[src/sv/isometric_tile_pick_and_update_unit_defines.svh]
// Assertion macros for the isometric tile pick and update unit.
`ifndef ISOMETRIC_TILE_PICK_AND_UPDATE_UNIT_DEFINES_SVH
`define ISOMETRIC_TILE_PICK_AND_UPDATE_UNIT_DEFINES_SVH

`ifndef NO_ASSERTIONS
// Same-cycle implication, checked on every edge out of reset.
`define ITPU_ASSERT_NOW(label, ante, cons, msg) \
  label: assert property (@(posedge clk) disable iff (!rst_n) (ante) |-> (cons)) \
    else $error(msg);
// Next-cycle implication.
`define ITPU_ASSERT_NEXT(label, ante, cons, msg) \
  label: assert property (@(posedge clk) disable iff (!rst_n) (ante) |=> (cons)) \
    else $error(msg);
`else
`define ITPU_ASSERT_NOW(label, ante, cons, msg)
`define ITPU_ASSERT_NEXT(label, ante, cons, msg)
`endif

`endif

[src/sv/itpu_pkg.sv]
// Shared types and constants of the isometric tile pick and update unit.
`timescale 1ns / 1ps
package itpu_pkg;

  localparam int STORE_DEPTH = 1024;
  localparam int IDX_W       = 10;
  localparam int PT_W        = 16;
  localparam int FIELD_W     = 8;
  localparam int ENTRY_W     = 2 * FIELD_W;

  localparam logic [FIELD_W-1:0] RESET_DRAW_ID = 8'd7;
  localparam logic [FIELD_W-1:0] RESET_OPTION  = 8'd0;

  // Controller to datapath commands.
  typedef struct packed {
    logic load;      // capture item, restart scan counters
    logic step;      // advance scan by one tile
    logic clr_wr;    // write reset entry, advance clear pointer
    logic capture;   // latch scan outcome into hold registers
    logic upd_wr;    // write new draw id / option at hit tile
    logic res_load;  // move hold registers to output register
  } ctl_cmd_t;

  // Datapath to controller status.
  typedef struct packed {
    logic hit;        // compare stage holds a tile containing the point
    logic s1_valid;   // compare stage holds a tile
    logic s1_last;    // compare stage tile is the last one
    logic idx0_last;  // scan counter sits on the last tile
    logic clr_last;   // clear pointer on the last entry
    logic out_busy;   // output register full and stalled
  } ctl_sts_t;

endpackage

[src/sv/itpu_ram.sv]
// Generic single-write, single-read RAM with registered read data.
`timescale 1ns / 1ps
module itpu_ram #(
  parameter int WIDTH = 16,
  parameter int DEPTH = 1024
) (
  input  logic                     clk,
  input  logic                     wr_en,
  input  logic [$clog2(DEPTH)-1:0] wr_addr,
  input  logic [WIDTH-1:0]         wr_data,
  input  logic                     rd_en,
  input  logic [$clog2(DEPTH)-1:0] rd_addr,
  output logic [WIDTH-1:0]         rd_data
);

  logic [WIDTH-1:0] mem [DEPTH];
  logic [WIDTH-1:0] rd_data_r;

  always_ff @(posedge clk) begin
    if (wr_en) begin
      mem[wr_addr] <= wr_data;
    end
    if (rd_en) begin
      rd_data_r <= mem[rd_addr];
    end
  end

  assign rd_data = rd_data_r;

endmodule

[src/sv/itpu_ctrl.sv]
// Sequencer: clear pass, item intake, tile scan and result handoff.
`timescale 1ns / 1ps
module itpu_ctrl import itpu_pkg::*; (
  input  logic     clk,
  input  logic     rst_n,
  input  logic     in_valid,
  output logic     in_stall,
  input  ctl_sts_t sts,
  output ctl_cmd_t cmd
);

  typedef enum logic [1:0] {
    ST_CLEAR,
    ST_IDLE,
    ST_SCAN,
    ST_DONE
  } state_t;

  state_t state_r, state_nxt;
  logic   tail_r, tail_nxt;   // last tile already issued

  always_comb begin
    cmd       = '0;
    state_nxt = state_r;
    tail_nxt  = tail_r;
    case (state_r)
      ST_CLEAR: begin
        cmd.clr_wr = 1'b1;
        if (sts.clr_last) begin
          state_nxt = ST_IDLE;
        end
      end
      ST_IDLE: begin
        if (in_valid) begin
          cmd.load  = 1'b1;
          tail_nxt  = 1'b0;
          state_nxt = ST_SCAN;
        end
      end
      ST_SCAN: begin
        cmd.step = !tail_r;
        if (cmd.step && sts.idx0_last) begin
          tail_nxt = 1'b1;
        end
        if (sts.hit) begin
          cmd.upd_wr  = 1'b1;
          cmd.capture = 1'b1;
          state_nxt   = ST_DONE;
        end else if (sts.s1_valid && sts.s1_last) begin
          cmd.capture = 1'b1;
          state_nxt   = ST_DONE;
        end
      end
      ST_DONE: begin
        if (!sts.out_busy) begin
          cmd.res_load = 1'b1;
          state_nxt    = ST_IDLE;
        end
      end
      default: begin
        state_nxt = ST_IDLE;
      end
    endcase
  end

  always_ff @(posedge clk) begin
    if (!rst_n) begin
      state_r <= ST_CLEAR;
      tail_r  <= 1'b0;
    end else begin
      state_r <= state_nxt;
      tail_r  <= tail_nxt;
    end
  end

  assign in_stall = (state_r != ST_IDLE);

endmodule

[src/sv/itpu_dp.sv]
// Datapath: diamond test pipeline, scan counters, tile store, result registers.
`timescale 1ns / 1ps
module itpu_dp import itpu_pkg::*; #(
  parameter int TILE_WIDTH  = 128,
  parameter int TILE_HEIGHT = 64,
  parameter int COLUMNS     = 32,
  parameter int ROWS        = 32
) (
  input  logic                     clk,
  input  logic                     rst_n,
  input  logic signed [PT_W-1:0]   in_point_x,
  input  logic signed [PT_W-1:0]   in_point_y,
  input  logic [FIELD_W-1:0]       in_new_draw_id,
  input  logic [FIELD_W-1:0]       in_new_option,
  input  ctl_cmd_t                 cmd,
  output ctl_sts_t                 sts,
  output logic                     out_valid,
  input  logic                     out_stall,
  output logic                     out_hit,
  output logic [IDX_W-1:0]         out_tile_index
);

  localparam int TOTAL_RAW = ROWS * COLUMNS;
  localparam int TOTAL     = (TOTAL_RAW > STORE_DEPTH) ? STORE_DEPTH : TOTAL_RAW;
  localparam int COL_W     = (COLUMNS > 1) ? $clog2(COLUMNS) : 1;
  // Doubled-coordinate steps, pre-scaled by the opposite tile size.
  localparam int HSTEP  = 2 * TILE_HEIGHT * TILE_WIDTH;
  localparam int HOFF   = 2 * TILE_HEIGHT * (TILE_WIDTH / 2);
  localparam int VSTEP  = 2 * TILE_WIDTH * (TILE_HEIGHT / 2);
  localparam int THRESH = TILE_WIDTH * TILE_HEIGHT;
  localparam int A_MAX  = TILE_HEIGHT * 65536 + HSTEP * COLUMNS + HOFF;
  localparam int B_MAX  = TILE_WIDTH * 65536 + VSTEP * ROWS;
  localparam int ACC_W  = 1 + $clog2(((A_MAX > B_MAX) ? A_MAX : B_MAX) + 1);

  localparam logic [IDX_W-1:0]        LAST_IDX = IDX_W'(TOTAL - 1);
  localparam logic [COL_W-1:0]        LAST_COL = COL_W'(COLUMNS - 1);
  localparam logic signed [ACC_W-1:0] HMUL     = ACC_W'(2 * TILE_HEIGHT);
  localparam logic signed [ACC_W-1:0] WMUL     = ACC_W'(2 * TILE_WIDTH);

  // item registers
  logic signed [ACC_W-1:0] hpx_r, wpy_r;
  logic [FIELD_W-1:0]      did_r, opt_r;
  // scan counters
  logic signed [ACC_W-1:0] hcx_r, wcy_r;
  logic [COL_W-1:0]        col_r;
  logic                    odd_r;
  logic [IDX_W-1:0]        idx0_r;
  // compare stage
  logic [ACC_W-2:0]        abs_a_r, abs_b_r;
  logic [IDX_W-1:0]        idx1_r;
  logic                    s1_valid_r;
  // hold and output
  logic                    hold_hit_r;
  logic [IDX_W-1:0]        hold_idx_r;
  logic                    out_valid_r, out_hit_r;
  logic [IDX_W-1:0]        out_idx_r;
  logic [IDX_W-1:0]        clr_ptr_r;

  logic signed [ACC_W-1:0] px_ext, py_ext, diff_a, diff_b;
  logic [ACC_W-1:0]        l1_sum;
  logic                    hit;
  logic                    mem_we;
  logic [IDX_W-1:0]        mem_addr;
  logic [ENTRY_W-1:0]      mem_wdata;

  assign px_ext = ACC_W'(in_point_x);
  assign py_ext = ACC_W'(in_point_y);
  assign diff_a = hpx_r - hcx_r;
  assign diff_b = wpy_r - wcy_r;
  assign l1_sum = {1'b0, abs_a_r} + {1'b0, abs_b_r};
  assign hit    = s1_valid_r && (l1_sum <= ACC_W'(THRESH));

  always_ff @(posedge clk) begin
    if (cmd.load) begin
      hpx_r <= px_ext * HMUL;
      wpy_r <= py_ext * WMUL;
      did_r <= in_new_draw_id;
      opt_r <= in_new_option;
    end
  end

  always_ff @(posedge clk) begin
    if (cmd.load) begin
      hcx_r  <= '0;
      wcy_r  <= '0;
      col_r  <= '0;
      odd_r  <= 1'b0;
      idx0_r <= '0;
    end else if (cmd.step) begin
      idx0_r <= idx0_r + 1'b1;
      if (col_r == LAST_COL) begin
        col_r <= '0;
        odd_r <= !odd_r;
        hcx_r <= odd_r ? '0 : ACC_W'(HOFF);
        wcy_r <= wcy_r + ACC_W'(VSTEP);
      end else begin
        col_r <= col_r + 1'b1;
        hcx_r <= hcx_r + ACC_W'(HSTEP);
      end
    end
  end

  always_ff @(posedge clk) begin
    abs_a_r <= (ACC_W-1)'(diff_a[ACC_W-1] ? -diff_a : diff_a);
    abs_b_r <= (ACC_W-1)'(diff_b[ACC_W-1] ? -diff_b : diff_b);
    idx1_r  <= idx0_r;
    if (cmd.capture) begin
      hold_hit_r <= hit;
      hold_idx_r <= hit ? idx1_r : '0;
    end
    if (cmd.res_load) begin
      out_hit_r <= hold_hit_r;
      out_idx_r <= hold_idx_r;
    end
  end

  always_ff @(posedge clk) begin
    if (!rst_n) begin
      s1_valid_r  <= 1'b0;
      out_valid_r <= 1'b0;
      clr_ptr_r   <= '0;
    end else begin
      s1_valid_r <= cmd.step;
      if (cmd.res_load) begin
        out_valid_r <= 1'b1;
      end else if (!out_stall) begin
        out_valid_r <= 1'b0;
      end
      if (cmd.clr_wr) begin
        clr_ptr_r <= clr_ptr_r + 1'b1;
      end
    end
  end

  // Tile store: {draw id, option} per tile
  assign mem_we    = cmd.clr_wr || cmd.upd_wr;
  assign mem_addr  = cmd.clr_wr ? clr_ptr_r : idx1_r;
  assign mem_wdata = cmd.clr_wr ? {RESET_DRAW_ID, RESET_OPTION} : {did_r, opt_r};

  itpu_ram #(
    .WIDTH (ENTRY_W),
    .DEPTH (STORE_DEPTH)
  ) u_tile_store (
    .clk     (clk),
    .wr_en   (mem_we),
    .wr_addr (mem_addr),
    .wr_data (mem_wdata),
    .rd_en   (1'b0),
    .rd_addr ('0),
    .rd_data ()
  );

  always_comb begin
    sts           = '0;
    sts.hit       = hit;
    sts.s1_valid  = s1_valid_r;
    sts.s1_last   = (idx1_r == LAST_IDX);
    sts.idx0_last = (idx0_r == LAST_IDX);
    sts.clr_last  = (clr_ptr_r == IDX_W'(STORE_DEPTH - 1));
    sts.out_busy  = out_valid_r && out_stall;
  end

  assign out_valid      = out_valid_r;
  assign out_hit        = out_hit_r;
  assign out_tile_index = out_idx_r;

endmodule

[src/sv/isometric_tile_pick_and_update_unit.sv]
// Isometric tile pick and update unit: top level.
// Scan: one tile tested per cycle, in index order, up to the first hit;
//   with no hit, all ROWS*COLUMNS tiles (capped at 1024 tiles) are tested.
// Intake: a new item is taken only after the last result is handed off;
//   the single diamond-test pipeline scans tiles for one item at a time.
// Reset: synchronous, active low; a clear of all 1024 entries follows, in_stall high.
`timescale 1ns / 1ps
`include "isometric_tile_pick_and_update_unit_defines.svh"
module isometric_tile_pick_and_update_unit import itpu_pkg::*; #(
  parameter int TILE_WIDTH  = 128,
  parameter int TILE_HEIGHT = 64,
  parameter int COLUMNS     = 32,
  parameter int ROWS        = 32
) (
  input  logic                   clk,
  input  logic                   rst_n,
  // input items
  input  logic                   in_valid,
  output logic                   in_stall,
  input  logic signed [PT_W-1:0] in_point_x,
  input  logic signed [PT_W-1:0] in_point_y,
  input  logic [FIELD_W-1:0]     in_new_draw_id,
  input  logic [FIELD_W-1:0]     in_new_option,
  // result items
  output logic                   out_valid,
  input  logic                   out_stall,
  output logic                   out_hit,
  output logic [IDX_W-1:0]       out_tile_index
);

  // Controller and datapath talk only through these two structs.
  ctl_cmd_t cmd;
  ctl_sts_t sts;

  // Controller: clear pass after reset, then idle / scan / handoff.
  // The input side is open only in idle, so a new item can be taken while
  // an earlier result still sits stalled in the output register.
  itpu_ctrl u_ctrl (
    .clk      (clk),
    .rst_n    (rst_n),
    .in_valid (in_valid),
    .in_stall (in_stall),
    .sts      (sts),
    .cmd      (cmd)
  );

  // Datapath: the test is h*|dx| + w*|dy| <= w*h in doubled coordinates.
  // The point terms are scaled once at intake; the tile-center terms are
  // stepped incrementally by the scan counters, so no multiply per tile.
  itpu_dp #(
    .TILE_WIDTH  (TILE_WIDTH),
    .TILE_HEIGHT (TILE_HEIGHT),
    .COLUMNS     (COLUMNS),
    .ROWS        (ROWS)
  ) u_dp (
    .clk            (clk),
    .rst_n          (rst_n),
    .in_point_x     (in_point_x),
    .in_point_y     (in_point_y),
    .in_new_draw_id (in_new_draw_id),
    .in_new_option  (in_new_option),
    .cmd            (cmd),
    .sts            (sts),
    .out_valid      (out_valid),
    .out_stall      (out_stall),
    .out_hit        (out_hit),
    .out_tile_index (out_tile_index)
  );

  // A store update happens only on a genuine hit that is also being recorded.
  `ITPU_ASSERT_NOW(a_upd_on_hit, cmd.upd_wr, cmd.capture && sts.hit, "store write without hit")
  // A miss reports index zero.
  `ITPU_ASSERT_NOW(a_miss_idx, out_valid && !out_hit, out_tile_index == '0, "miss with index")
  // Handing a result over reopens the input side next cycle.
  `ITPU_ASSERT_NEXT(a_reopen, cmd.res_load, !in_stall, "input not reopened after handoff")
  // A taken result with nothing new behind it drops valid.
  `ITPU_ASSERT_NEXT(a_out_drop, out_valid && !out_stall && !cmd.res_load, !out_valid,
                    "result item repeated")

endmodule

[config.mk]
export PLATFORM = sky130hd
export DESIGN_NAME = isometric_tile_pick_and_update_unit
export DESIGN_NICKNAME = d
export VERILOG_FILES = /design/src/sv/itpu_pkg.sv /design/src/sv/itpu_ram.sv /design/src/sv/itpu_ctrl.sv /design/src/sv/itpu_dp.sv /design/src/sv/isometric_tile_pick_and_update_unit.sv
export VERILOG_INCLUDE_DIRS = /design/src /design/src/sv
export SDC_FILE = /design/constraint.sdc
export NUM_CORES = 1
export LEC_CHECK = 0
export BUFFER_PORTS_ARGS = -buffer_cell sky130_fd_sc_hd__buf_2
export CORE_UTILIZATION = 55
export DETAILED_ROUTE_END_ITERATION = 16
export PLACE_DENSITY_LB_ADDON = 0.3
export REMOVE_ABC_BUFFERS = 1
export SLEW_MARGIN = 20
export SYNTH_ARGS = -nofsm -noshare
export SYNTH_HDL_FRONTEND = slang
export SYNTH_SLANG_ARGS = --single-unit
[constraint.sdc]
create_clock -name clk -period 7.4 [get_ports clk]
set_clock_uncertainty 0.15 [all_clocks]
set_input_delay 0.74 -clock clk [delete_from_list [all_inputs] [get_ports clk]]
set_output_delay 0.74 -clock clk [all_outputs]
set_load 0.02 [all_outputs]
==> impl_metrics.toml <==
[drt]
wire_per_inst_um = 14.2
drc_errors = 0
drt_iter0_drc = 368
via_count = 5403
routed_via_density = 5.49
postRouteAntennaNets = 0
first_pass_iters = 5
wl_um = 13900

[clock_tree]
ctsHoldBuffers = 0
root_buffer = "clkbuf_16"
clkSinkCount = 152
cts_tree = "done"
numCtsBuffers = 17
clkSlewWorstSetupHoldPaths_ps = 60
cts_setup_buffers = 0
cts_max_level = 4
cts_buffer_depth = 2
clk_latency_ps = 430
cts-resized-gates = 0

[sta]
finalCritPeriodShare = 0.537
rsz0062_at_grt = "false"
layout_min_cycle_time_ps = 3980
hold_violations = 0
setup_ws_ps = 3420
maxSlewViolCount = 0
tns_ps = 0
fmax_ghz = 0.252
relSlewSlack = 0.409
tightest_slew_ps = 884
finalSetupViolCount = 0

[global_routing]
grt.total_usage = 0.208
grt_pass1_wl_um = 23500
antenna_found_initial = 0
grt_pass1_vias = 5224
grt_overflow_total = 0
grt_start_max_net_pins = 60

[synth]
async_flop_share = 0
yosys_warnings = 0
ys_seq_area_frac = 0.474
synth-seq-cells = 152
synth_edf_count = 54
synth_cell_types = 65
synth_cells = 742
ys_dominant_reg_cell = "dfxtp_1"
avgSynthCellArea_um2 = 10.2
synthesis.area_mm2 = 0.00756

[finish]
final_area_mm2 = 0.00855
antenna_cells = 0
fill_cells = 1063
layout.nets = 901
final_cell_mix = "dfxtp_1, nor2_1, xnor2_1, edfxtp_1, ha_1"
drive_above_1_share = 0.130
final_cells = 984
syn_to_final_growth_pct = 13.1
final_common_cell = "dfxtp_1"

[worst_setup_path]
slowest_stage = "o21a_1"
required_ps = 7330
worstPathCellList = "ha_1 -> fa_1 -> a21o_1 -> a221oi_2 -> a211oi_1 -> or3_1 -> a2111oi_2 -> o2111ai_1 -> inv_1 -> o21a_1"
worst-path-buf-inv = 1
worstPathArrival_ps = 3900
endpoint_kind = "flip-flop"
startpoint_type = "flip-flop"
slowest_delay_ps = 460
crit_family = "compound AO/OA/AOI/OAI gates"
cp_max_fo = 12
criticalPathCategory = "flip-flop to flip-flop"

[floorplan]
die_width_um = 119
core-area_mm2 = 0.0133
fp.dieArea_mm2 = 0.0142
die_h_um = 119
fp-row-count = 42
ioPinCount = 65
initial_core_util = 0.567

[hold_path]
hold_path.class = "flip-flop to flip-flop"

[power]
switchingPower_mw = 1.27
pwr-share-clk = 0.236
ir_drop_uv = 232
p_per_area_mw_per_mm2 = 405
swShare = 0.368
p_comb_frac = 0.418
p_total_mw = 3.46
leakage_nw = 3.43
sequentialPowerShare = 0.347
intPower_mw = 2.19

[place]
gp_congestion = 0.892
placed_cell_area_mm2 = 0.00798
place_ws_ps = 3460
dp_hpwl_um = 10400
port_buffers = 48
post-place-cells = 952

[status]
run_status = "complete, no violations"

[flow_run]
max_cap_viol_count = 0
==> metal layers <==
layer / vias to the layer above / GRT usage / routed length, um / part of all wire
met3: 22 / 0.0402 / 554 / 0.040
met4: 0 / 0.0878 / 268 / 0.019
li1: 2772 / - / - / -
met2: 123 / 0.355 / 6750 / 0.48
met1: 2486 / 0.254 / 6360 / 0.46
met5: - / 0 / 0 / 0
==> power groups by stage <==
stage	clock network [mW]	logic (mW)	registers [mW]
6_report	0.816	1.45	1.20
5_1_grt	0.861	1.61	1.22
4_1_cts	0.828	1.44	1.20
3_5_place_dp	0	1.43	1.22
3_3_place_gp	0	1.39	1.20
2_1_floorplan	0	1.15	1.18
==> cell type report <==
cell class | instances | area [um2] | share of cell area
Timing Repair Buffer | 50 | 255 | 0.0298
Sequential cell | 152 | 3580 | 0.419
Multi-Input combinational cell | 536 | 3780 | 0.442
Tap cell | 176 | 220 | 0.0257
Clock inverter | 10 | 81.3 | 0.00951
Inverter | 38 | 143 | 0.0167
Clock buffer | 22 | 489 | 0.0572
==> logic make-up after synthesis <==
logic type / count (synthesis) / synth area share
compound gates: 127 / 0.117
xor+xnor: 88 / 0.104
fa+ha+maj: 54 / 0.0913
buf+inv: 54 / 0.0271
flops: 152 / 0.474
mux: 8 / 0.0109
simple gates: 259 / 0.176
==> stage by stage <==
step                       util  hold WS, ps
after floorplan               -          206
after global placement    0.598          218
after detailed placement  0.598          219
after CTS                 0.640          227
after global routing      0.641          235
final                     0.641          229
==> worst register-to-register path, stage by stage, from the launching register on <==
cell and delay [ps]:
dfxtp_1 300, ha_1 220, fa_1 400, a21o_1 230
a221oi_2 310, a211oi_1 180, or3_1 390, a2111oi_2 430
o2111ai_1 290, inv_1 270, o21a_1 460
==> worst paths after layout <==
path                            cells past startpoint       startpoint  slack (ps)            endpoint
worst min register to register                      0   u_dp.idx0_r[3]         230      u_dp.idx1_r[3]
worst max-delay path                               10  u_dp.abs_b_r[8]        3420  u_dp.hold_idx_r[3]
worst max register to register                     10  u_dp.abs_b_r[8]        3420  u_dp.hold_idx_r[3]
worst min-delay path                                0   u_dp.idx0_r[3]         230      u_dp.idx1_r[3]
==> Yosys cell counts, drive strengths merged (6+ instances only) <==
cell type / count / share of area
inv: 38 / 0.019
nand2: 31 / 0.015
nand2b: 9 / 0.0074
a2111oi: 6 / 0.0086
dfxtp: 98 / 0.26
nor3: 18 / 0.012
a21o: 9 / 0.0089
clkbuf: 12 / 0.0060
nand4: 16 / 0.013
edfxtp: 54 / 0.21
o21ai: 21 / 0.014
o21a: 7 / 0.0069
mux2i: 6 / 0.0079
nor2: 81 / 0.040
a21oi: 36 / 0.024
xnor2: 55 / 0.064
and2: 16 / 0.013
nor4: 10 / 0.0083
nand3: 16 / 0.011
and3: 13 / 0.011
or2: 9 / 0.0074
ha: 52 / 0.086
nor2b: 9 / 0.0074
or3: 17 / 0.014
xor2: 32 / 0.037
==> state kept, by name, indices dropped and copies added, names as in the netlist, 2 cells and up <==
signal and count:
u_dp.abs_a_r 17, u_dp.clr_ptr_r 10, u_dp.abs_b_r 16, u_dp.hpx_r 16
u_dp.idx0_r 10, u_dp.hcx_r 12, u_dp.hold_idx_r 10, u_dp.wpy_r 16
u_ctrl.state_r 2, u_dp.col_r 5, u_dp.wcy_r 12, u_dp.idx1_r 10
u_dp.out_tile_index 10
No activity file was read; power rests on OpenSTA's default activity.
